$ cat src/rtl/ltsc_pkg.sv
// Types, codes and reset constants for the line track sweep controller.
package ltsc_pkg;

  localparam int POS_W   = 12;
  localparam int STEP_W  = 8;
  localparam int SPEED_W = 7;
  localparam int CNT_W   = 16;
  localparam int OP_W    = 3;
  localparam int IDX_W   = 3;
  localparam int DATA_W  = 16;

  // Event codes
  localparam logic [OP_W-1:0] OP_LINE   = 3'd0;
  localparam logic [OP_W-1:0] OP_OBST   = 3'd1;
  localparam logic [OP_W-1:0] OP_DETECT = 3'd2;
  localparam logic [OP_W-1:0] OP_GIMBAL = 3'd3;
  localparam logic [OP_W-1:0] OP_TICK   = 3'd4;

  // Motion codes
  localparam logic [1:0] MOT_STOP  = 2'd0;
  localparam logic [1:0] MOT_FWD   = 2'd1;
  localparam logic [1:0] MOT_LEFT  = 2'd2;
  localparam logic [1:0] MOT_RIGHT = 2'd3;

  // Object sequence stages
  localparam logic [1:0] STG_IDLE   = 2'd0;
  localparam logic [1:0] STG_WAIT   = 2'd1;
  localparam logic [1:0] STG_SETTLE = 2'd2;

  // Register indexes
  localparam logic [IDX_W-1:0] REG_CENTER   = 3'd0;
  localparam logic [IDX_W-1:0] REG_MIN      = 3'd1;
  localparam logic [IDX_W-1:0] REG_MAX      = 3'd2;
  localparam logic [IDX_W-1:0] REG_STEP     = 3'd3;
  localparam logic [IDX_W-1:0] REG_BASE     = 3'd4;
  localparam logic [IDX_W-1:0] REG_SPIN     = 3'd5;
  localparam logic [IDX_W-1:0] REG_STOPWAIT = 3'd6;
  localparam logic [IDX_W-1:0] REG_COOLDOWN = 3'd7;

  localparam logic [CNT_W-1:0] SETTLE_MS = 16'd500;

  typedef struct packed {
    logic [POS_W-1:0]   sweep_center;
    logic [POS_W-1:0]   sweep_min;
    logic [POS_W-1:0]   sweep_max;
    logic [STEP_W-1:0]  sweep_step;
    logic [SPEED_W-1:0] base_speed;
    logic [SPEED_W-1:0] spin_speed;
    logic [CNT_W-1:0]   stop_wait_ms;
    logic [CNT_W-1:0]   cooldown_ms;
  } cfg_t;

  typedef struct packed {
    logic               line_left;
    logic               line_right;
    logic               obstacle_seen;
    logic [1:0]         object_stage;
    logic               pan_is_locked;
    logic [POS_W-1:0]   locked_position;
    logic [POS_W-1:0]   current_position;
    logic               sweep_down;
    logic [1:0]         last_motion_code;
    logic [SPEED_W-1:0] last_speed_value;
    logic [CNT_W-1:0]   stage_countdown;
    logic [CNT_W-1:0]   cooldown_countdown;
  } state_t;

  typedef struct packed {
    logic [OP_W-1:0] op;
    logic            left_active;
    logic            right_active;
    logic            obstacle_pin_a;
    logic            obstacle_pin_b;
  } item_t;

  typedef struct packed {
    logic               motion_valid;
    logic [1:0]         motion;
    logic [SPEED_W-1:0] speed;
    logic               pan_valid;
    logic [POS_W-1:0]   pan;
    logic               camera_fire;
  } result_t;

  localparam cfg_t CFG_RESET = '{
    sweep_center: 12'd90,
    sweep_min:    12'd30,
    sweep_max:    12'd150,
    sweep_step:   8'd5,
    base_speed:   7'd50,
    spin_speed:   7'd40,
    stop_wait_ms: 16'd1000,
    cooldown_ms:  16'd3000
  };

  localparam state_t STATE_RESET = '{
    line_left:          1'b0,
    line_right:         1'b0,
    obstacle_seen:      1'b0,
    object_stage:       STG_IDLE,
    pan_is_locked:      1'b0,
    locked_position:    12'd90,
    current_position:   12'd90,
    sweep_down:         1'b0,
    last_motion_code:   MOT_STOP,
    last_speed_value:   7'd0,
    stage_countdown:    16'd0,
    cooldown_countdown: 16'd0
  };

endpackage

$ cat src/rtl/ltsc_evt_if.sv
// Event channel: valid/ready with the event payload.
interface ltsc_evt_if;
  logic                       valid;
  logic                       ready;
  logic [ltsc_pkg::OP_W-1:0]  op;
  logic                       left_active;
  logic                       right_active;
  logic                       obstacle_pin_a;
  logic                       obstacle_pin_b;

  modport source (
    output valid, op, left_active, right_active, obstacle_pin_a, obstacle_pin_b,
    input  ready
  );
  modport sink (
    input  valid, op, left_active, right_active, obstacle_pin_a, obstacle_pin_b,
    output ready
  );
endinterface

$ cat src/rtl/ltsc_rsp_if.sv
// Result channel: valid/ready with the result payload.
interface ltsc_rsp_if;
  logic                          valid;
  logic                          ready;
  logic                          motion_valid;
  logic [1:0]                    motion;
  logic [ltsc_pkg::SPEED_W-1:0]  speed;
  logic                          pan_valid;
  logic [ltsc_pkg::POS_W-1:0]    pan;
  logic                          camera_fire;

  modport source (
    output valid, motion_valid, motion, speed, pan_valid, pan, camera_fire,
    input  ready
  );
  modport sink (
    input  valid, motion_valid, motion, speed, pan_valid, pan, camera_fire,
    output ready
  );
endinterface

$ cat src/rtl/ltsc_step.sv
// Next-state and result logic for one event.
module ltsc_step (
  input  ltsc_pkg::state_t  st,
  input  ltsc_pkg::cfg_t    cfg,
  input  ltsc_pkg::item_t   item,
  output ltsc_pkg::state_t  st_next,
  output ltsc_pkg::result_t res
);

  always_comb begin
    logic                         act;
    logic                         rising;
    logic                         do_recompute;
    logic signed [13:0]           p;
    logic [ltsc_pkg::CNT_W-1:0]   stage_cnt;
    logic [1:0]                   want_m;
    logic [ltsc_pkg::SPEED_W-1:0] want_s;

    st_next      = st;
    res          = '0;
    do_recompute = 1'b0;
    act          = !item.obstacle_pin_a || !item.obstacle_pin_b;
    rising       = act && !st.obstacle_seen;
    p            = '0;
    stage_cnt    = '0;
    want_m       = ltsc_pkg::MOT_STOP;
    want_s       = '0;

    case (item.op)
      ltsc_pkg::OP_LINE: begin
        st_next.line_left  = item.left_active;
        st_next.line_right = item.right_active;
        do_recompute       = 1'b1;
      end
      ltsc_pkg::OP_OBST: begin
        st_next.obstacle_seen = act;
        if (act) begin
          st_next.pan_is_locked = 1'b0;
        end
        if (rising) begin
          // Forced stop plus pan to center
          st_next.last_motion_code = ltsc_pkg::MOT_STOP;
          st_next.last_speed_value = '0;
          res.motion_valid         = 1'b1;
          res.motion               = ltsc_pkg::MOT_STOP;
          res.speed                = '0;
          res.pan_valid            = 1'b1;
          res.pan                  = cfg.sweep_center;
        end
        do_recompute = 1'b1;
      end
      ltsc_pkg::OP_DETECT: begin
        if (!st.obstacle_seen && st.object_stage == ltsc_pkg::STG_IDLE &&
            st.cooldown_countdown == '0) begin
          st_next.object_stage     = ltsc_pkg::STG_WAIT;
          st_next.pan_is_locked    = 1'b1;
          st_next.locked_position  = st.current_position;
          st_next.stage_countdown  = cfg.stop_wait_ms;
          st_next.last_motion_code = ltsc_pkg::MOT_STOP;
          st_next.last_speed_value = '0;
          res.motion_valid         = 1'b1;
          res.motion               = ltsc_pkg::MOT_STOP;
          res.speed                = '0;
        end
      end
      ltsc_pkg::OP_GIMBAL: begin
        if (st.obstacle_seen) begin
          st_next.current_position = cfg.sweep_center;
          st_next.sweep_down       = 1'b0;
        end else if (st.object_stage != ltsc_pkg::STG_IDLE && st.pan_is_locked) begin
          st_next.current_position = st.locked_position;
        end else begin
          if (st.sweep_down) begin
            p = $signed({2'b00, st.current_position}) - $signed({6'd0, cfg.sweep_step});
          end else begin
            p = $signed({2'b00, st.current_position}) + $signed({6'd0, cfg.sweep_step});
          end
          if (p >= $signed({2'b00, cfg.sweep_max})) begin
            st_next.current_position = cfg.sweep_max;
            st_next.sweep_down       = 1'b1;
          end else if (p <= $signed({2'b00, cfg.sweep_min})) begin
            st_next.current_position = cfg.sweep_min;
            st_next.sweep_down       = 1'b0;
          end else begin
            st_next.current_position = p[ltsc_pkg::POS_W-1:0];
          end
        end
        res.pan_valid = 1'b1;
        res.pan       = st_next.current_position;
      end
      ltsc_pkg::OP_TICK: begin
        if (st.cooldown_countdown != '0) begin
          st_next.cooldown_countdown = st.cooldown_countdown - 16'd1;
        end
        if (st.object_stage != ltsc_pkg::STG_IDLE) begin
          stage_cnt = st.stage_countdown;
          if (stage_cnt != '0) begin
            stage_cnt = stage_cnt - 16'd1;
          end
          st_next.stage_countdown = stage_cnt;
          if (stage_cnt == '0) begin
            if (st.object_stage == ltsc_pkg::STG_WAIT) begin
              st_next.object_stage    = ltsc_pkg::STG_SETTLE;
              st_next.stage_countdown = ltsc_pkg::SETTLE_MS;
              res.camera_fire         = 1'b1;
            end else begin
              st_next.object_stage       = ltsc_pkg::STG_IDLE;
              st_next.pan_is_locked      = 1'b0;
              st_next.current_position   = st.locked_position;
              st_next.cooldown_countdown = cfg.cooldown_ms;
              do_recompute               = 1'b1;
            end
          end
        end
      end
      default: begin
      end
    endcase

    // Issue a motion command only when the wanted pair changes
    if (do_recompute) begin
      if (!st_next.obstacle_seen && st_next.object_stage == ltsc_pkg::STG_IDLE) begin
        if (!st_next.line_left && !st_next.line_right) begin
          want_m = ltsc_pkg::MOT_FWD;
          want_s = cfg.base_speed;
        end else if (st_next.line_left && !st_next.line_right) begin
          want_m = ltsc_pkg::MOT_LEFT;
          want_s = cfg.spin_speed;
        end else if (!st_next.line_left && st_next.line_right) begin
          want_m = ltsc_pkg::MOT_RIGHT;
          want_s = cfg.spin_speed;
        end
      end
      if (want_m != st_next.last_motion_code || want_s != st_next.last_speed_value) begin
        st_next.last_motion_code = want_m;
        st_next.last_speed_value = want_s;
        res.motion_valid         = 1'b1;
        res.motion               = want_m;
        res.speed                = want_s;
      end
    end
  end

endmodule

$ cat src/rtl/line_track_sweep_controller_top.sv
// Top level of the line track sweep controller: registers, config port, result stage.
//
//   channel  direction  handshake            payload
//   evt      in         evt.valid/evt.ready  op, left_active, right_active, obstacle pins
//   rsp      out        rsp.valid/rsp.ready  motion_valid, motion, speed, pan_valid, pan,
//                                            camera_fire
//   cfg      in         cfg_we               cfg_index, cfg_data
//
// Cycles: one event per clock while the result register is empty or drains. Its result
// appears in the result register in the cycle after the transfer; every event updates
// the single state register stage.
// Reset: synchronous rst loads the register defaults and clears state and the result
// stage; no sweep of any kind follows.
// Stalls: while rsp is held, evt takes a new transfer only when rsp drains that cycle.
module line_track_sweep_controller_top (
  input  logic                          clk,
  input  logic                          rst,
  ltsc_evt_if.sink                      evt,
  ltsc_rsp_if.source                    rsp,
  input  logic                          cfg_we,
  input  logic [ltsc_pkg::IDX_W-1:0]    cfg_index,
  input  logic [ltsc_pkg::DATA_W-1:0]   cfg_data
);

  ltsc_pkg::cfg_t    cfg;
  ltsc_pkg::state_t  st;
  ltsc_pkg::state_t  st_next;
  ltsc_pkg::item_t   item;
  ltsc_pkg::result_t res_next;
  ltsc_pkg::result_t res;
  logic              rsp_valid;
  logic              evt_fire;

  // Take a new event whenever the result register is empty or drains now
  assign evt.ready = !rsp_valid || rsp.ready;
  assign evt_fire  = evt.valid && evt.ready;

  assign item.op             = evt.op;
  assign item.left_active    = evt.left_active;
  assign item.right_active   = evt.right_active;
  assign item.obstacle_pin_a = evt.obstacle_pin_a;
  assign item.obstacle_pin_b = evt.obstacle_pin_b;

  ltsc_step u_step (
    .st      (st),
    .cfg     (cfg),
    .item    (item),
    .st_next (st_next),
    .res     (res_next)
  );

  // Configuration registers; every index of the 3-bit field maps to a register
  always_ff @(posedge clk) begin
    if (rst) begin
      cfg <= ltsc_pkg::CFG_RESET;
    end else if (cfg_we) begin
      unique case (cfg_index)
        ltsc_pkg::REG_CENTER:   cfg.sweep_center <= cfg_data[ltsc_pkg::POS_W-1:0];
        ltsc_pkg::REG_MIN:      cfg.sweep_min    <= cfg_data[ltsc_pkg::POS_W-1:0];
        ltsc_pkg::REG_MAX:      cfg.sweep_max    <= cfg_data[ltsc_pkg::POS_W-1:0];
        ltsc_pkg::REG_STEP:     cfg.sweep_step   <= cfg_data[ltsc_pkg::STEP_W-1:0];
        ltsc_pkg::REG_BASE:     cfg.base_speed   <= cfg_data[ltsc_pkg::SPEED_W-1:0];
        ltsc_pkg::REG_SPIN:     cfg.spin_speed   <= cfg_data[ltsc_pkg::SPEED_W-1:0];
        ltsc_pkg::REG_STOPWAIT: cfg.stop_wait_ms <= cfg_data[ltsc_pkg::CNT_W-1:0];
        ltsc_pkg::REG_COOLDOWN: cfg.cooldown_ms  <= cfg_data[ltsc_pkg::CNT_W-1:0];
        default: begin
        end
      endcase
    end
  end

  // Controller state advances only on an event transfer
  always_ff @(posedge clk) begin
    if (rst) begin
      st <= ltsc_pkg::STATE_RESET;
    end else if (evt_fire) begin
      st <= st_next;
    end
  end

  // Result stage: load on transfer, drop when taken
  always_ff @(posedge clk) begin
    if (rst) begin
      rsp_valid <= 1'b0;
    end else if (evt_fire) begin
      rsp_valid <= 1'b1;
    end else if (rsp.ready) begin
      rsp_valid <= 1'b0;
    end
  end

  always_ff @(posedge clk) begin
    if (evt_fire) begin
      res <= res_next;
    end
  end

  assign rsp.valid        = rsp_valid;
  assign rsp.motion_valid = res.motion_valid;
  assign rsp.motion       = res.motion;
  assign rsp.speed        = res.speed;
  assign rsp.pan_valid    = res.pan_valid;
  assign rsp.pan          = res.pan;
  assign rsp.camera_fire  = res.camera_fire;

endmodule

$ cat src/flat_wrapper.sv
// flat-port wrapper written by rule: the top's interface ports become plain ports
module line_track_sweep_controller_top_flat 
  (clk, rst, cfg_we, cfg_index, cfg_data, evt_valid, evt_op, evt_left_active, evt_right_active, evt_obstacle_pin_a, evt_obstacle_pin_b, evt_ready, rsp_valid, rsp_motion_valid, rsp_motion, rsp_speed, rsp_pan_valid, rsp_pan, rsp_camera_fire, rsp_ready);
  ltsc_evt_if evt_i ();
  ltsc_rsp_if rsp_i ();
  input  logic clk;
  input  logic rst;
  input  logic cfg_we;
  input  logic [ltsc_pkg::IDX_W-1:0] cfg_index;
  input  logic [ltsc_pkg::DATA_W-1:0] cfg_data;
  input wire logic [$bits(evt_i.valid)-1:0] evt_valid;
  input wire logic [$bits(evt_i.op)-1:0] evt_op;
  input wire logic [$bits(evt_i.left_active)-1:0] evt_left_active;
  input wire logic [$bits(evt_i.right_active)-1:0] evt_right_active;
  input wire logic [$bits(evt_i.obstacle_pin_a)-1:0] evt_obstacle_pin_a;
  input wire logic [$bits(evt_i.obstacle_pin_b)-1:0] evt_obstacle_pin_b;
  output wire logic [$bits(evt_i.ready)-1:0] evt_ready;
  output wire logic [$bits(rsp_i.valid)-1:0] rsp_valid;
  output wire logic [$bits(rsp_i.motion_valid)-1:0] rsp_motion_valid;
  output wire logic [$bits(rsp_i.motion)-1:0] rsp_motion;
  output wire logic [$bits(rsp_i.speed)-1:0] rsp_speed;
  output wire logic [$bits(rsp_i.pan_valid)-1:0] rsp_pan_valid;
  output wire logic [$bits(rsp_i.pan)-1:0] rsp_pan;
  output wire logic [$bits(rsp_i.camera_fire)-1:0] rsp_camera_fire;
  input wire logic [$bits(rsp_i.ready)-1:0] rsp_ready;
  assign evt_i.valid = evt_valid;
  assign evt_i.op = evt_op;
  assign evt_i.left_active = evt_left_active;
  assign evt_i.right_active = evt_right_active;
  assign evt_i.obstacle_pin_a = evt_obstacle_pin_a;
  assign evt_i.obstacle_pin_b = evt_obstacle_pin_b;
  assign evt_ready = evt_i.ready;
  assign rsp_valid = rsp_i.valid;
  assign rsp_motion_valid = rsp_i.motion_valid;
  assign rsp_motion = rsp_i.motion;
  assign rsp_speed = rsp_i.speed;
  assign rsp_pan_valid = rsp_i.pan_valid;
  assign rsp_pan = rsp_i.pan;
  assign rsp_camera_fire = rsp_i.camera_fire;
  assign rsp_i.ready = rsp_ready;
  line_track_sweep_controller_top u_core (.clk(clk), .rst(rst), .evt(evt_i), .rsp(rsp_i), .cfg_we(cfg_we), .cfg_index(cfg_index), .cfg_data(cfg_data));
endmodule
$ cat config.mk
export PLATFORM = sky130hd
export DESIGN_NAME = line_track_sweep_controller_top_flat
export DESIGN_NICKNAME = d
export VERILOG_FILES = /design/src/rtl/ltsc_pkg.sv /design/src/rtl/ltsc_evt_if.sv /design/src/rtl/ltsc_rsp_if.sv /design/src/rtl/ltsc_step.sv /design/src/rtl/line_track_sweep_controller_top.sv /design/src/flat_wrapper.sv
export SDC_FILE = /design/constraint.sdc
export NUM_CORES = 1
export LEC_CHECK = 0
export ABC_CLOCK_PERIOD_IN_PS = 9100
export BUFFER_PORTS_ARGS = -buffer_cell sky130_fd_sc_hd__buf_2
export CAP_MARGIN = 10
export CORE_MARGIN = 4
export CORE_UTILIZATION = 44
export DETAILED_ROUTE_END_ITERATION = 7
export GPL_ROUTABILITY_DRIVEN = 0
export PLACE_DENSITY = 0.61
export SYNTH_ARGS = -nofsm -noshare
export SYNTH_HDL_FRONTEND = slang
export SYNTH_SLANG_ARGS = --single-unit
$ cat constraint.sdc
create_clock -name clk -period 9.1 [get_ports clk]
set_input_delay 0.91 -clock clk [delete_from_list [all_inputs] [get_ports clk]]
set_output_delay 0.91 -clock clk [all_outputs]
set_load 0.05 [all_outputs]
Yosys cells after proc, flatten, opt, wreduce, memory -nomap -nowiden
Index checks and enable logic that the tools add are counted.
- $lt $le $gt $ge: 2
- reduce and logical (&&, ||, !) cells: 49
- equality and inequality tests: 20
- muxes and demuxes: 61
- add/subtract/negate cells: 4
- operators by type and width (operator ; number):
    two-way mux 16 bit ; 6
    two-way mux 32 bit ; 2
    two-way mux 12 bit ; 5
    two-way mux 14 bit ; 4
    two-way mux 7 bit ; 5
    zero test 16 bit ; 2
    case mux 16 bit (2 select lines) ; 1
    nonzero test 16 bit ; 2
    subtractor 16 x 1 -> 16 bit, second input constant ; 2
    two-way mux 10 bit ; 3
    two-way mux 9 bit ; 3
    two-way mux 13 bit ; 2
    case mux 13 bit (2 select lines) ; 1
    two-way mux 25 bit ; 1
    case mux 12 bit (2 select lines) ; 1
    two-way mux 23 bit ; 1
    case mux 10 bit (2 select lines) ; 1
    case mux 9 bit (2 select lines) ; 1
    AND reduction 2 bit ; 9
    equality test 3 bit, second input constant ; 5
    two-way mux 15 bit ; 1
    greater-or-equal comparator 14 x 13 -> 1 bit ; 1
    <= comparator 14 x 13 -> 1 bit ; 1
    two-way mux 2 bit ; 7
    other kinds (26) ; 69
- register bits after elaboration: 187
- output and inout port bits: 26
- bits of input ports: 31
- word-level logic and storage cells: 163

Logic depth before layout (Yosys ltp)
Gate-level depths: netlist of run 1.
- depth after elaboration: 16
- mapped depth: 23
- mapped depth without buffers: 22

Modules after synthesis
From an unflattened synthesis of run 1, not the netlist that was laid out.
- cell total of the unflattened synthesis: 1517
- area total of the unflattened synthesis: 12077.8 µm²
- modules (own cells, without submodules) (module ; times used ; area an instance (µm²) ; seq. area each (µm²) ; cells an instance):
    line_track_sweep_controller_top ; 1 ; 7035.5 ; 3983.8 ; 711
    ltsc_step ; 1 ; 5042.3 ; 0.0 ; 806

Worst setup path after synthesis of run 1
OpenSTA, ideal clock, no wires.
- kind: reg-to-reg
- from: reg u_core.cfg[47] (netlist name)
- to: reg u_core.res, in the netlist u_core.rsp.pan[1] (data pin)
- path slack: 4.234 ns
- period minus slack after synthesis: 4.866 ns
- data arrival time: 4.610 ns
- stages on the path, launching flop included: 23
- setup time: 0.256 ns
- data required time: 8.844 ns
- buffers on the path: 1
- cell sequence: dfxtp_1 > inv_1 > ha_1 > nor2b_1 > o21a_1 > o21ai_0 > a2111oi_0 > nor3_1 > a311oi_1 > xor2_1 > inv_1 > ha_1 > or4_1 > a21oi_1 > nand2b_1 > o21a_1 > a21oi_1 > clkbuf_1 > mux2i_1 > mux2i_1 > nand2_1 > nand2_1 > a22o_1
- RTL lines (item ; RTL line ; text):
    to (signal assigned) ; line_track_sweep_controller_top.sv:94 ; res <= res_next;
    to (decl) ; line_track_sweep_controller_top.sv:30 ; ltsc_pkg::result_t res;

Worst setup path in the final report of run 1
- from: reg u_core.cfg[47] (netlist name)
- to: reg u_core.st[45] (netlist name)
- longest elaborated chain between the ends: 11
- elaborated cells on any way between the ends: 13
- classes of those cells: add/sub: 2; order compare: 2; mux: 9
- ends and longest elaborated chain (item ; RTL line ; text):
    adder 12 x 8 -> 13 bit or subtractor 12 x 8 -> 13 bit (tied branches) ; ltsc_step.sv:76, ltsc_step.sv:74 ;
    two-way mux 14 bit (*) ; ltsc_step.sv:73 ; if (st.sweep_down) begin
    two-way mux 14 bit (*) ; ltsc_step.sv:70 ; end else if (st.object_stage != ltsc_pkg::STG_IDLE && st.pan_is_locked) begin
    two-way mux 14 bit (*) ; ltsc_step.sv:67 ; if (st.obstacle_seen) begin
    two-way mux 14 bit (*) ; ltsc_step.sv:29 ; case (item.op)
    <= comparator 14 x 13 -> 1 bit ; ltsc_step.sv:81 ; end else if (p <= $signed({2'b00, cfg.sweep_min})) begin
    two-way mux 12 bit ; ltsc_step.sv:81 ;
    two-way mux 13 bit (*) ; ltsc_step.sv:78 ; if (p >= $signed({2'b00, cfg.sweep_max})) begin
    two-way mux 12 bit (*) ; ltsc_step.sv:70 ;
    two-way mux 13 bit (*) ; ltsc_step.sv:67 ;
    case mux 12 bit (2 select lines) (*) ; ltsc_step.sv:29 ;
Mark *: on every way between the ends. The rest lies on a longest branch, timed or not. The select of a mux whose other input is x is not followed.
A chain may end at the register's enable or synchronous reset.

==> results of run 1 <==
power groups by stage:
stage | clock [mW] | sequential, mW | combinational (mW)
floorplan | 0 | 0.926 | 0.344
global placement | 0 | 0.907 | 0.490
detailed placement | 0 | 0.908 | 0.493
CTS | 0.718 | 0.889 | 0.496
global route | 0.752 | 0.892 | 0.556
finish | 0.705 | 0.889 | 0.505
critical path: stages, from the launching register on:
cell and delay, ns:
sky130_fd_sc_hd__dfxtp_1 0.42, sky130_fd_sc_hd__inv_1 0.07, sky130_fd_sc_hd__ha_1 0.28, sky130_fd_sc_hd__nor2b_1 0.13, sky130_fd_sc_hd__o21a_1 0.13, sky130_fd_sc_hd__o21ai_0 0.11, sky130_fd_sc_hd__a2111oi_0 0.74, sky130_fd_sc_hd__nor3_1 0.10
sky130_fd_sc_hd__a311oi_1 0.29, sky130_fd_sc_hd__xor2_1 0.23, sky130_fd_sc_hd__inv_1 0.11, sky130_fd_sc_hd__ha_1 0.22, sky130_fd_sc_hd__or4_1 0.46, sky130_fd_sc_hd__a21oi_1 0.18, sky130_fd_sc_hd__nand2b_1 0.07, sky130_fd_sc_hd__o21a_1 0.16
sky130_fd_sc_hd__a21oi_1 0.14, sky130_fd_sc_hd__buf_4 0.25, sky130_fd_sc_hd__mux2_2 0.35, sky130_fd_sc_hd__a21oi_1 0.22, sky130_fd_sc_hd__inv_1 0.08, sky130_fd_sc_hd__a222oi_1 0.39, sky130_fd_sc_hd__a21oi_1 0.11
state kept, by name, summed over array words and instances (netlist names):
name,cells
u_core.cfg,90
u_core.st,72
u_core.rsp.pan,12
u_core.rsp.speed,7
u_core.rsp.motion,2
u_core.rsp.camera_fire,1
u_core.rsp.motion_valid,1
u_core.rsp.pan_valid,1
u_core.rsp.valid,1
cells in the final DEF, fill, tap and decap left out, drive strengths merged, types with 8 or more instances in the layout:
master    n
mux2i    38
xnor2    12
o32ai     9
nor3     37
a21oi   136
a211oi   23
and2      9
nor4     15
or4      13
nand2b   19
ha       45
or2       8
nand4     8
a22oi    12
inv      76
edfxtp   24
nand2   227
nor2    102
o211ai   13
nand3    40
o21ai    72
dfxtp   163
buf      71
o31ai     8
clkbuf   19
or3       9
o21a      9
area by class of cell:
cell class | count | area [um^2]
inverter | 69 | 259
clock buffer | 19 | 433
sequential | 187 | 3980
multi-input combinational | 974 | 5800
tap | 313 | 392
timing repair buffer | 71 | 415
clock inverter | 13 | 110
fill | 2251 | 11500
metal layers:
metal  vias to the layer above  wire (um)
li1                       4689          -
met2                       334      13400
met1                      4436      14600
met5                         -          0
met3                        34       2190
met4                         0        606
cell families (layout without fill, tap and decap cells):
group                      after synthesis  after routing  synth area share [%]
buffers and inverters                  150            172                  5.49
adders and majority gates               47             47                  5.83
muxes                                   42             42                  4.11
DFF                                    187            187                  38.5
AOI/OAI and AO/OA                      350            350                  21.3
and+or+nand+nor                        516            516                  23.1
xor gates and xnor gates                19             19                  1.61
through the flow:
stage	total power, mW	std cells
floorplan	1.27	1311
global placement	1.40	1613
detailed placement	1.40	1613
CTS	2.10	1645
global route	2.20	1646
finish	2.10	1646
worst max-delay path by stage:
stage	startpoint	endpoint	depth (start not counted)
3_3_place_gp	evt_op[1]	u_core.st[38]$_SDFFE_PP0P_	15
6_report	u_core.cfg[47]$_SDFFE_PP0P_	u_core.st[45]$_SDFFE_PP1P_	22
2_1_floorplan	u_core.cfg[47]$_SDFFE_PP0P_	u_core.rsp.pan[1]$_DFFE_PP_	22
5_1_grt	u_core.cfg[47]$_SDFFE_PP0P_	u_core.st[45]$_SDFFE_PP1P_	22
4_1_cts	u_core.cfg[47]$_SDFFE_PP0P_	u_core.st[45]$_SDFFE_PP1P_	22
3_5_place_dp	evt_op[1]	u_core.st[38]$_SDFFE_PP0P_	15
==> metrics.log, run 1 <==
[metrics] outcome: completed
[metrics] clock tree from TritonCTS: done
[metrics] main flop type after synthesis: sky130_fd_sc_hd__dfxtp_1
[metrics] GR Overflow Total: 0
[metrics] post-cts repair resize count: 0
[metrics] Syn-to-layout area delta: 10.2%
[metrics] Max transition margin: 16.2%
[metrics] maximum number of pins on one net before global-route repair: 88
[metrics] Sequential Power Share: 42.4%
[metrics] worst-case clock skew: 0.0105 ns
[metrics] Tcrit/Tclk final: 59.2%
[metrics] largest fanout on the critical path: 15
[metrics] worst slack at placement: 3.80 ns
[metrics] NetSw: 690 uW
[metrics] layout cells sized above 1: 9.60%
[metrics] design internal power: 1.41 mW
[metrics] pwr dens: 184 mW/mm^2
[metrics] Worst Path Required: 9.41 ns
[metrics] number of warning messages in the yosys log: 0
[metrics] met2 track demand over resource in global routing: 34.9%
[metrics] upper clock frequency limit: 0.186 GHz
[metrics] category of the critical setup timing path: register to register
[metrics] Post-Syn Area per Cell: 7.89 um^2
[metrics] Final Hold Vio Count: 0
[metrics] post-detailed-route wirelength per cell: 18.7 um
[metrics] met3 Track Usage GR: 3.80%
[metrics] count of mapped cells out of synthesis: 1311
[metrics] DRT antenna net count: 0
[metrics] initial antenna violation count: 0
[metrics] H-tree depth: 4
[metrics] number of buffers added for setup after CTS: 0
[metrics] hold_ws: 0.455 ns
[metrics] share of synthesized area occupied by flip-flops and latches: 38.5%
[metrics] I/O Pins: 57
[metrics] pins over their slew limit: 0
[metrics] global-route wire length before repair: 48700 um
[metrics] area of the core: 0.0229 mm^2
[metrics] endpoint type of the worst setup path: register
[metrics] DR vias: 9493
[metrics] row count: 55
[metrics] Hold Path Origin: u_core.cfg[57]$_SDFFE_PP0P_
[metrics] number of port buffers: 56
[metrics] dominant cell type by area after synthesis: sky130_fd_sc_hd__dfxtp_1
[metrics] starting density of the core: 45.1%
[metrics] hold depth: 2
[metrics] HPWL reported at the end of detailed placement: 21700 um
[metrics] list of most frequent post-synthesis cells: sky130_fd_sc_hd__nand2_1 (227), sky130_fd_sc_hd__dfxtp_1 (163), sky130_fd_sc_hd__a21oi_1 (135)
[metrics] DRT Pass-1 Iters: 6
[metrics] endpoint of the worst hold-timing path: u_core.cfg[57]$_SDFFE_PP0P_
[metrics] leakage component of the power: 4.29 nW
[metrics] leading cell type by number of instances after synthesis: sky130_fd_sc_hd__nand2_1
[metrics] hold buffer count at cts: 0
[metrics] number of max-capacitance violations reported: 0
[metrics] part of the power in the clock network: 33.6%
[metrics] routed vias/inst: 5.77
[metrics] netlist area before placement: 0.0103 mm^2
[metrics] type of the most critical hold path: register to register
[metrics] reg2reg end: u_core.st[45]$_SDFFE_PP1P_
[metrics] clock sink count: 187
[metrics] die boundary height: 161 um
[metrics] Final Routed Wirelength: 30800 um
[metrics] clock period minus final worst setup slack: 5.38 ns
[metrics] fraction of synthesis flops using an asynchronous set or reset pin: 0%
[metrics] global routing met1 resource utilization: 35.0%
[metrics] DR iter-0 viols: 811
[metrics] Net Sw Frac: 32.9%
[metrics] post-layout worst setup margin: 3.72 ns
[metrics] setup slack of the worst register-to-register path: 3.72 ns
[metrics] critical path arrival: 5.69 ns
[metrics] clock edge transition at the registers on the reported setup and hold paths: 0.08 ns
[metrics] transition at the pin with the smallest max-transition slack: 1.24 ns
[metrics] number of endpoints failing setup at the final stage: 0
[metrics] number of global-route vias before repair: 8640
[metrics] count of antenna diodes in the layout: 0
[metrics] Top Usage Layer GRT: met1
[metrics] number of flops mapped to enable cells by yosys: 24
[metrics] core occupancy in the finished layout: 49.7%
[metrics] TNS Setup: 0 ns
[metrics] DIE AREA: 0.0260 mm^2
[metrics] combinational fraction of design power: 24.0%
[metrics] leading post-synthesis cells by cell area: sky130_fd_sc_hd__dfxtp_1 (32%), sky130_fd_sc_hd__nand2_1 (8.2%), sky130_fd_sc_hd__edfxtp_1 (7.0%), sky130_fd_sc_hd__a21oi_1 (6.5%), sky130_fd_sc_hd__ha_1 (5.4%)
[metrics] total clock buffers created by CTS: 17
[metrics] clock latency on the worst-skew pair: 0.43 ns
[metrics] unrepaired setup endpoints after global routing: no
[metrics] Yosys cell types: 76
[metrics] worst ir drop on vdd: 0.000108 V
[metrics] Reg2Reg Depth: 22
[metrics] GRT Overall Usage: 23.4%
[metrics] clk buf depth: 2
[metrics] placed instance area: 0.0108 mm^2
[metrics] number of nets at the end of the flow: 1398
[metrics] number of synthesized register bits: 187
[metrics] syn_nets: 1389
[metrics] Worst setup SP type: register
[metrics] final std cell area, no fill: 0.0114 mm^2
[metrics] portion of synthesized cell area occupied by the leading cell type: 31.5%
[metrics] cell at the root of the clock tree: sky130_fd_sc_hd__clkbuf_16
[metrics] worst reg2reg startpoint: u_core.cfg[47]$_SDFFE_PP0P_
[metrics] post-route DRC violation count: 0
[metrics] horizontal die dimension: 161 um
Note: power is estimated with default switching activity, not from simulation.
==> run 2: changes to the inputs <==
--- a/config.mk
+++ b/config.mk
@@ -5,14 +5,15 @@
 export SDC_FILE = /design/constraint.sdc
 export NUM_CORES = 1
 export LEC_CHECK = 0
-export ABC_CLOCK_PERIOD_IN_PS = 9100
+export ABC_AREA = 1
+export ABC_CLOCK_PERIOD_IN_PS = 4400
 export BUFFER_PORTS_ARGS = -buffer_cell sky130_fd_sc_hd__buf_2
 export CAP_MARGIN = 10
 export CORE_MARGIN = 4
 export CORE_UTILIZATION = 44
 export DETAILED_ROUTE_END_ITERATION = 7
 export GPL_ROUTABILITY_DRIVEN = 0
-export PLACE_DENSITY = 0.61
+export PLACE_DENSITY = 0.63
 export SYNTH_ARGS = -nofsm -noshare
 export SYNTH_HDL_FRONTEND = slang
 export SYNTH_SLANG_ARGS = --single-unit
==> constraint.sdc (replaced) <==
create_clock -name clk -period 4.4 [get_ports clk]
set_input_delay 0.44 -clock clk [delete_from_list [all_inputs] [get_ports clk]]
set_output_delay 0.44 -clock clk [all_outputs]
set_load 0.05 [all_outputs]
==> run 2 against run 1 <==
- non-clock buffer count rose by 11
- largest power group unchanged
- register-to-register slack worse by 3.4 ns
- design area rose by 7.0%
- area after synthesis grew 5.9%
- utilization increased by 0.26 points
- count of clock-buffer cells in the layout grew 2
- sequential share of layout area decreased by 2.3 points
- flip-flop and latch count unchanged
- via count grew 12%
- worst hold slack got worse by 0.17 ns
- synthesized cell count up 23%
- critical endpoint is now u_core.rsp.pan[8]$_DFFE_PP_
==> metrics.log, run 2 <==
[metrics] count of antenna diodes in the layout: 0 (unchanged)
[metrics] slowest stage cell, crit path: sky130_fd_sc_hd__fa_1
[metrics] fraction of synthesized area in multiplexers: 0% (-4.1 points)
[metrics] list of most frequent post-synthesis cells: sky130_fd_sc_hd__nand2_1 (375), sky130_fd_sc_hd__inv_1 (195), sky130_fd_sc_hd__dfxtp_1 (163), sky130_fd_sc_hd__o21ai_0 (163), sky130_fd_sc_hd__nor2_1 (160)
[metrics] number of global-route vias before repair: 9571 (+11%)
[metrics] Worst Path Required: 4.60 ns (-4.81 ns)
[metrics] Worst setup SP type: register
[metrics] xor and xnor fraction of the mapped netlist area: 1.36% (-0.25 points)
[metrics] Hold Path Origin: cfg_data[12]
[metrics] category of the critical setup timing path: register to register
[metrics] horizontal die dimension: 166 um (+2.8%)
[metrics] syn_nets: 1692 (+22%)
[metrics] Final Hold Vio Count: 0 (unchanged)
[metrics] main flop type after synthesis: sky130_fd_sc_hd__dfxtp_1
[metrics] Worst path most repeated cell: sky130_fd_sc_hd__nand2_1
[metrics] hold buffer count at cts: 0 (unchanged)
[metrics] worst reg2reg startpoint: u_core.st[42]$_SDFFE_PP0P_
[metrics] clock period minus final worst setup slack: 4.10 ns (-1.28 ns)
[metrics] commonest cells after routing, fill and taps aside: sky130_fd_sc_hd__nand2_1 (373), sky130_fd_sc_hd__inv_1 (194), sky130_fd_sc_hd__dfxtp_1 (162), sky130_fd_sc_hd__nor2_1 (160), sky130_fd_sc_hd__o21ai_0 (156)
[metrics] clock sink count: 187 (unchanged)
[metrics] post-layout worst setup margin: 0.299 ns (-3.42 ns)
[metrics] Worst setup startpoint: u_core.st[42]$_SDFFE_PP0P_
[metrics] DR iter-0 viols: 829 (+2.2%)
[metrics] count of mapped cells out of synthesis: 1614 (+23%)
[metrics] dominant cell type by area after synthesis: sky130_fd_sc_hd__dfxtp_1
[metrics] I/O Pins: 57 (unchanged)
[metrics] number of flops mapped to enable cells by yosys: 24 (unchanged)
[metrics] clk buf depth: 2 (unchanged)
[metrics] GRT Overall Usage: 22.7% (-0.65 points)
[metrics] endpoint type of the worst setup path: register
[metrics] number of warning messages in the yosys log: 0 (unchanged)
[metrics] Syn-to-layout area delta: 11.3%
[metrics] Yosys cell types: 45 (-41%)
[metrics] global-route wire length before repair: 51200 um (+5.2%)
[metrics] number of endpoints failing setup at the final stage: 0 (unchanged)
[metrics] H-tree depth: 4 (unchanged)
[metrics] area fraction in compound gates after synthesis: 18.9% (-2.4 points)
[metrics] number of nets at the end of the flow: 1726 (+23%)
[metrics] clock latency on the worst-skew pair: 0.44 ns (about the same)
[metrics] most flop-heavy register: u_core.cfg
[metrics] post-synthesis share of cell area spent on full adders, half adders and majority gates: 5.50% (-0.33 points)
[metrics] DIE AREA: 0.0275 mm^2 (+5.6%)
[metrics] fraction of synthesis flops using an asynchronous set or reset pin: 0% (unchanged)
[metrics] leakage component of the power: 5.68 nW (+32%)
[metrics] pwr dens: 395 mW/mm^2 (+110%)
[metrics] portion of synthesized cell area occupied by the leading cell type: 29.8% (-1.8 points)
[metrics] Largest register FFs: 90 (unchanged)
[metrics] share of synthesized area occupied by flip-flops and latches: 36.4% (-2.2 points)
[metrics] largest family of logic cells by synthesized area: simple AND/OR/NAND/NOR gates
[metrics] number of max-capacitance violations reported: 0 (unchanged)
[metrics] largest fanout on the critical path: 10 (-5)
[metrics] netlist area before placement: 0.0110 mm^2 (+5.9%)
[metrics] die boundary height: 166 um (+2.8%)
[metrics] core occupancy in the finished layout: 50.0% (+0.26 points)
[metrics] most frequent standard cell in the layout excluding fill and tap cells: sky130_fd_sc_hd__nand2_1
[metrics] DR vias: 10624 (+12%)
[metrics] GR Overflow Total: 0 (unchanged)
[metrics] leading post-synthesis cells by cell area: sky130_fd_sc_hd__dfxtp_1 (30%), sky130_fd_sc_hd__nand2_1 (13%), sky130_fd_sc_hd__o21ai_0 (7.4%), sky130_fd_sc_hd__inv_1 (6.7%), sky130_fd_sc_hd__edfxtp_1 (6.6%)
[metrics] number of port buffers: 56 (unchanged)
[metrics] area of the core: 0.0244 mm^2 (+6.4%)
[metrics] simple-gate share of the synthesized area: 28.5% (+5.4 points)
[metrics] Final Routed Wirelength: 32300 um (+4.6%)
[metrics] type of the most critical hold path: primary input to register
[metrics] worst slack at placement: 0.235 ns (-3.56 ns)
[metrics] Tcrit/Tclk final: 93.2% (+34 points)
[metrics] post-detailed-route wirelength per cell: 16.3 um (-13%)
[metrics] maximum number of pins on one net before global-route repair: 63 (-28%)
[metrics] DRT Pass-1 Iters: 6 (unchanged)
[metrics] final std cell area, no fill: 0.0122 mm^2 (+7.0%)
[metrics] largest stage delay on the critical path: 0.43 ns (-0.31 ns)
[metrics] initial antenna violation count: 0 (unchanged)
[metrics] setup slack of the worst register-to-register path: 0.30 ns (-3.42 ns)
[metrics] fill cell instance count of the final layout: 2494 (+11%)
[metrics] placed instance area: 0.0116 mm^2 (+6.8%)
[metrics] clock edge transition at the registers on the reported setup and hold paths: 0.08 ns (about the same)
[metrics] cell at the root of the clock tree: sky130_fd_sc_hd__clkbuf_16
[metrics] worst-case clock skew: 0.00959 ns (-0.000957 ns)
[metrics] clock tree from TritonCTS: done
[metrics] total clock buffers created by CTS: 17 (unchanged)
[metrics] transition at the pin with the smallest max-transition slack: 0.971 ns (-0.273 ns)
[metrics] number of synthesized register bits: 187 (unchanged)
[metrics] critical path arrival: 4.30 ns (-1.39 ns)
[metrics] Max transition margin: 35.2% (+19 points)
[metrics] upper clock frequency limit: 0.244 GHz (+31%)
[metrics] DRT antenna net count: 0 (unchanged)
[metrics] starting density of the core: 44.9% (-0.21 points)
[metrics] pins over their slew limit: 0 (unchanged)
[metrics] routed vias/inst: 5.35 (-7.2%)
[metrics] Power Total: 4.81 mW (+130%)
[metrics] post-route DRC violation count: 0 (unchanged)
[metrics] Post-Syn Area per Cell: 6.79 um^2 (-14%)
[metrics] layout cells sized above 1: 10.7% (+1.1 points)
[metrics] worst ir drop on vdd: 0.000228 V (+110%)
[metrics] row count: 57 (+3.6%)
[metrics] leading cell type by number of instances after synthesis: sky130_fd_sc_hd__nand2_1
[metrics] HPWL reported at the end of detailed placement: 23400 um (+8.0%)
[metrics] outcome: completed
-- run 2: cell types whose count changed in the layout (fill, tap and decap cells not counted), sizes merged, moves of 29 or more --
cell,delta
o211ai,+29
nand3,+57
inv,+129
mux2i,-38
nor2,+81
o21ai,+100
nand2,+162
-- run 2: kinds of logic after synthesis --
group	after synthesis
and+or+nand+nor	718
xor gates and xnor gates	17
buffers and inverters	270
DFF	187
adders and majority gates	47
AOI/OAI and AO/OA	375
-- run 2: path summary, 6_finish.rpt --
check,depth (start not counted),endpoint
worst max-delay path,26,u_core.rsp.pan[8]$_DFFE_PP_
worst min-delay path,3,u_core.cfg[12]$_SDFFE_PP0P_
worst max register to register,26,u_core.rsp.pan[8]$_DFFE_PP_
worst min register to register,2,u_core.cfg[16]$_SDFFE_PP0P_
-- run 2: area by class of cell --
cell class | count | area [um^2] | share of cell area (%)
sequential | 187 | 3990 | 32.7
clock buffer | 21 | 493 | 4.04
inverter | 203 | 766 | 6.28
multi-input combinational | 1157 | 5970 | 49.0
timing repair buffer | 82 | 479 | 3.93
clock inverter | 11 | 93.8 | 0.770
tap | 324 | 405 | 3.32
-- run 2: metrics by stage --
stage          hold WS (ns)  cells  setup TNS (ns)
6_report              0.284   1985               0
5_1_grt               0.275   1985         -0.0271
4_1_cts               0.265   1983               0
3_5_place_dp          0.443   1951               0
3_3_place_gp          0.435   1951               0
2_1_floorplan         0.424   1614               0
-- run 2: timing repair --
item / 4_1_cts / 5_1_grt
setup endpoints to repair: 0 / 22
hold endpoints to repair: 0 / 0
setup buffers: 0 / 2
gates resized for setup: 0 / 17
-- run 2: power breakdown --
part	switching, mW	internal (mW)	total [mW]	leakage [nW]
Clock	0.727	0.824	1.55	0.289
Combinational	0.962	0.442	1.40	3.82
Sequential	0.0501	1.81	1.86	1.57
-- run 2: worst max-delay path, delay by kind of cell (launching register included) --
family                     cells  cell delay [ns]
DFF                            1             0.35
xor gates and xnor gates       1             0.15
buffers and inverters          4             0.48
adders and majority gates      3             0.95
and+or+nand+nor               13             1.24
AOI/OAI and AO/OA              5             0.69
-- run 2: routing by layer --
metal | vias to the layer above | global-route usage (%) | routed length (um)
met4 | 0 | 5.88 | 615
met2 | 297 | 36.2 | 14700
li1 | 5374 | - | -
met5 | - | 0 | 0
met3 | 44 | 3.40 | 1780
met1 | 4909 | 32.5 | 15200
==> run 3: changes to the inputs <==
--- a/config.mk
+++ b/config.mk
@@ -6,14 +6,14 @@
 export NUM_CORES = 1
 export LEC_CHECK = 0
 export ABC_AREA = 1
-export ABC_CLOCK_PERIOD_IN_PS = 4400
+export ABC_CLOCK_PERIOD_IN_PS = 4500
 export BUFFER_PORTS_ARGS = -buffer_cell sky130_fd_sc_hd__buf_2
 export CAP_MARGIN = 10
 export CORE_MARGIN = 4
 export CORE_UTILIZATION = 44
 export DETAILED_ROUTE_END_ITERATION = 7
 export GPL_ROUTABILITY_DRIVEN = 0
-export PLACE_DENSITY = 0.63
+export PLACE_DENSITY = 0.61
 export SYNTH_ARGS = -nofsm -noshare
 export SYNTH_HDL_FRONTEND = slang
 export SYNTH_SLANG_ARGS = --single-unit
==> constraint.sdc (replaced) <==
create_clock -name clk -period 4.5 [get_ports clk]
set_input_delay 0.45 -clock clk [delete_from_list [all_inputs] [get_ports clk]]
set_output_delay 0.45 -clock clk [all_outputs]
set_load 0.05 [all_outputs]
==> run 3 against run 2 <==
- first-iteration DRC count grew 14%
- critical path depth up 2
- worst setup slack gained 0.015 ns
- clock skew is 0.0029 ns higher
- design area hardly changed
- final cell count up 0.10%
- die area unchanged
- critical endpoint unchanged
- sequential power shrank 2%
- sequential share of layout area hardly changed
- largest cell class unchanged
- flip-flop and latch count unchanged
- utilization about the same
==> metrics.log, run 3 (same netlist as run 2, synthesis figures left out) <==
[metrics] outcome: completed
[metrics] worst slack at placement: 0.275 ns (+0.0402 ns)
[metrics] critical path arrival: 4.50 ns (+0.20 ns)
[metrics] layout cells sized above 1: 10.5% (-0.25 points)
[metrics] count of antenna diodes in the layout: 0 (unchanged)
[metrics] clock period minus final worst setup slack: 4.19 ns (+0.0853 ns)
[metrics] routed vias/inst: 5.37 (+0.32%)
[metrics] hold_ws: 0.298 ns (+0.0143 ns)
[metrics] Hold Path Origin: cfg_data[15]
[metrics] I/O Pins: 57 (unchanged)
[metrics] type of the most critical hold path: primary input to register
[metrics] clock latency on the worst-skew pair: 0.44 ns (about the same)
[metrics] hold buffer count at cts: 0 (unchanged)
[metrics] GRT Overall Usage: 23.3% (+0.61 points)
[metrics] area used by multi-input combinational logic: 0.00595 mm^2 (-0.27%)
[metrics] total clock buffers created by CTS: 17 (unchanged)
[metrics] number of port buffers: 56 (unchanged)
[metrics] hold depth: 3 (unchanged)
[metrics] number of nets at the end of the flow: 1728 (+0.12%)
[metrics] clock sink count: 187 (unchanged)
[metrics] post-route DRC violation count: 0 (unchanged)
[metrics] TNS Setup: 0 ns (unchanged)
[metrics] die boundary height: 166 um (unchanged)
[metrics] row count: 57 (unchanged)
[metrics] category of the critical setup timing path: register to register
[metrics] fill cell instance count of the final layout: 2500 (+0.24%)
[metrics] post-layout worst setup margin: 0.313 ns (+0.0147 ns)
[metrics] post-detailed-route wirelength per cell: 16.5 um (+1.8%)
[metrics] worst-case clock skew: 0.0125 ns (+0.00287 ns)
[metrics] non-filler instance count after layout: 1987 (+0.10%)
[metrics] HPWL reported at the end of detailed placement: 23800 um (+1.7%)
[metrics] upper clock frequency limit: 0.239 GHz (-2.0%)
[metrics] H-tree depth: 4 (unchanged)
[metrics] Worst setup SP type: register
[metrics] number of max-capacitance violations reported: 0 (unchanged)
[metrics] area of the core: 0.0244 mm^2 (unchanged)
[metrics] Max transition margin: 33.0% (-2.1 points)
[metrics] worst ir drop on vdd: 0.000241 V (+5.4%)
[metrics] clock tree from TritonCTS: done
[metrics] DRT Pass-1 Iters: 5 (-1)
[metrics] FF/Latch Area: 0.00398 mm^2 (about the same)
[metrics] starting density of the core: 44.9% (unchanged)
[metrics] DIE AREA: 0.0275 mm^2 (unchanged)
[metrics] number of global-route vias before repair: 9610 (+0.41%)
[metrics] cell at the root of the clock tree: sky130_fd_sc_hd__clkbuf_16
[metrics] global-route wire length before repair: 52600 um (+2.6%)
[metrics] Reg2Reg Depth: 28 (+7.7%)
[metrics] endpoint type of the worst setup path: register
[metrics] maximum number of pins on one net before global-route repair: 113 (+79%)
[metrics] DR iter-0 viols: 945 (+14%)
[metrics] setup slack of the worst register-to-register path: 0.31 ns (about the same)
[metrics] placed instance area: 0.0116 mm^2 (about the same)
[metrics] pins over their slew limit: 0 (unchanged)
[metrics] final std cell area, no fill: 0.0122 mm^2 (about the same)
[metrics] Syn-to-layout area delta: 11.2% (about the same)
[metrics] worst reg2reg startpoint: u_core.st[42]$_SDFFE_PP0P_
[metrics] slowest stage cell, crit path: sky130_fd_sc_hd__fa_1
[metrics] leakage component of the power: 5.68 nW (about the same)
[metrics] largest stage delay on the critical path: 0.45 ns (+0.02 ns)
[metrics] pwr dens: 386 mW/mm^2 (-2.2%)
[metrics] Tcrit/Tclk final: 93.0% (-0.18 points)
[metrics] commonest cells after routing, fill and taps aside: sky130_fd_sc_hd__nand2_1 (374), sky130_fd_sc_hd__inv_1 (194), sky130_fd_sc_hd__dfxtp_1 (163), sky130_fd_sc_hd__o21ai_0 (161), sky130_fd_sc_hd__nor2_1 (160)
[metrics] Final Routed Wirelength: 32900 um (+1.9%)
[metrics] DRT antenna net count: 0 (unchanged)
[metrics] Final Hold Vio Count: 0 (unchanged)
[metrics] clock edge transition at the registers on the reported setup and hold paths: 0.07 ns (about the same)
[metrics] Largest register FFs: 90 (unchanged)
[metrics] horizontal die dimension: 166 um (unchanged)
[metrics] clk buf depth: 2 (unchanged)
[metrics] Worst Path Required: 4.81 ns (+0.21 ns)
[metrics] reg2reg end: u_core.rsp.pan[8]$_DFFE_PP_
[metrics] transition at the pin with the smallest max-transition slack: 1.00 ns (+0.0297 ns)
[metrics] GR Overflow Total: 0 (unchanged)
[metrics] initial antenna violation count: 0 (unchanged)
[metrics] most frequent standard cell in the layout excluding fill and tap cells: sky130_fd_sc_hd__nand2_1
[metrics] Worst path most repeated cell: sky130_fd_sc_hd__nand2_1
[metrics] largest fanout on the critical path: 17 (+7)
[metrics] placed cell count: 1949 (-0.10%)
[metrics] endpoint of the worst hold-timing path: u_core.cfg[31]$_SDFFE_PP0P_
[metrics] most flop-heavy register: u_core.cfg
[metrics] number of endpoints failing setup at the final stage: 0 (unchanged)
[metrics] DR vias: 10669 (+0.42%)
run 3: cell count changes in the layout (fill, tap and decap cells not counted), sizes merged:
cell / change
inv: +4
clkbuf: -2
clkinv: -2
buf: +1
clkinvlp: +1
run 3: how the worst max path moves through the flow:
stage                               start                      endpoint  slack [ns]  cells after the start
5_1_grt        u_core.st[42]$_SDFFE_PP0P_   u_core.rsp.pan[8]$_DFFE_PP_       -0.02                     27
3_3_place_gp   u_core.st[42]$_SDFFE_PP0P_  u_core.rsp.pan[10]$_DFFE_PP_        0.34                     28
6_report       u_core.st[42]$_SDFFE_PP0P_   u_core.rsp.pan[8]$_DFFE_PP_        0.31                     28
4_1_cts        u_core.st[42]$_SDFFE_PP0P_   u_core.rsp.pan[3]$_DFFE_PP_        0.26                     22
2_1_floorplan  u_core.st[42]$_SDFFE_PP0P_   u_core.rsp.pan[2]$_DFFE_PP_        0.85                     27
3_5_place_dp   u_core.st[42]$_SDFFE_PP0P_   u_core.rsp.pan[3]$_DFFE_PP_        0.27                     22
run 3: routing by layer:
layer | wire, um | track usage [%]
met1 | 15600 | 35.0
met2 | 14400 | 35.5
met3 | 2140 | 2.52
met4 | 712 | 6.96
met5 | 0 | 0
run 3: repair_timing:
item	in CTS	in global routing
endpoints found under the hold margin	0	0
resized for setup	0	6
setup buffers	0	5
setup endpoints to repair	0	25
run 3: where the power goes:
part / internal [mW] / switching (mW) / leakage, nW
logic: 0.441 / 0.949 / 3.83
registers: 1.77 / 0.0548 / 1.57
clock network: 0.767 / 0.725 / 0.283
total: 2.98 / 1.73 / 5.68
run 3: final cells by class:
| type | instances | share of cell area (%) |
|---|---|---|
| tap | 324 | 3.33 |
| clock buffer | 19 | 3.73 |
| timing repair buffer | 83 | 4.10 |
| inverter | 203 | 6.28 |
| sequential | 187 | 32.7 |
| multi-input combinational | 1157 | 48.9 |
| timing repair inverter | 1 | 0.0411 |
| clock inverter | 13 | 0.965 |
run 3: through the flow:
step / util (%) / power [mW]
floorplan: - / 2.84
global placement: 47.4 / 3.18
detailed placement: 47.4 / 3.19
CTS: 49.7 / 4.68
global route: 50.0 / 4.97
finish: 50.0 / 4.71
run 3: worst max-delay path, delay by kind of cell (launching register included):
kind / cells / cell delay [ns]
AOI/OAI and AO/OA: 8 / 1.03
and+or+nand+nor: 13 / 1.02
adders and majority gates: 3 / 0.98
buffers and inverters: 3 / 0.45
DFF: 1 / 0.34
xor gates and xnor gates: 1 / 0.22
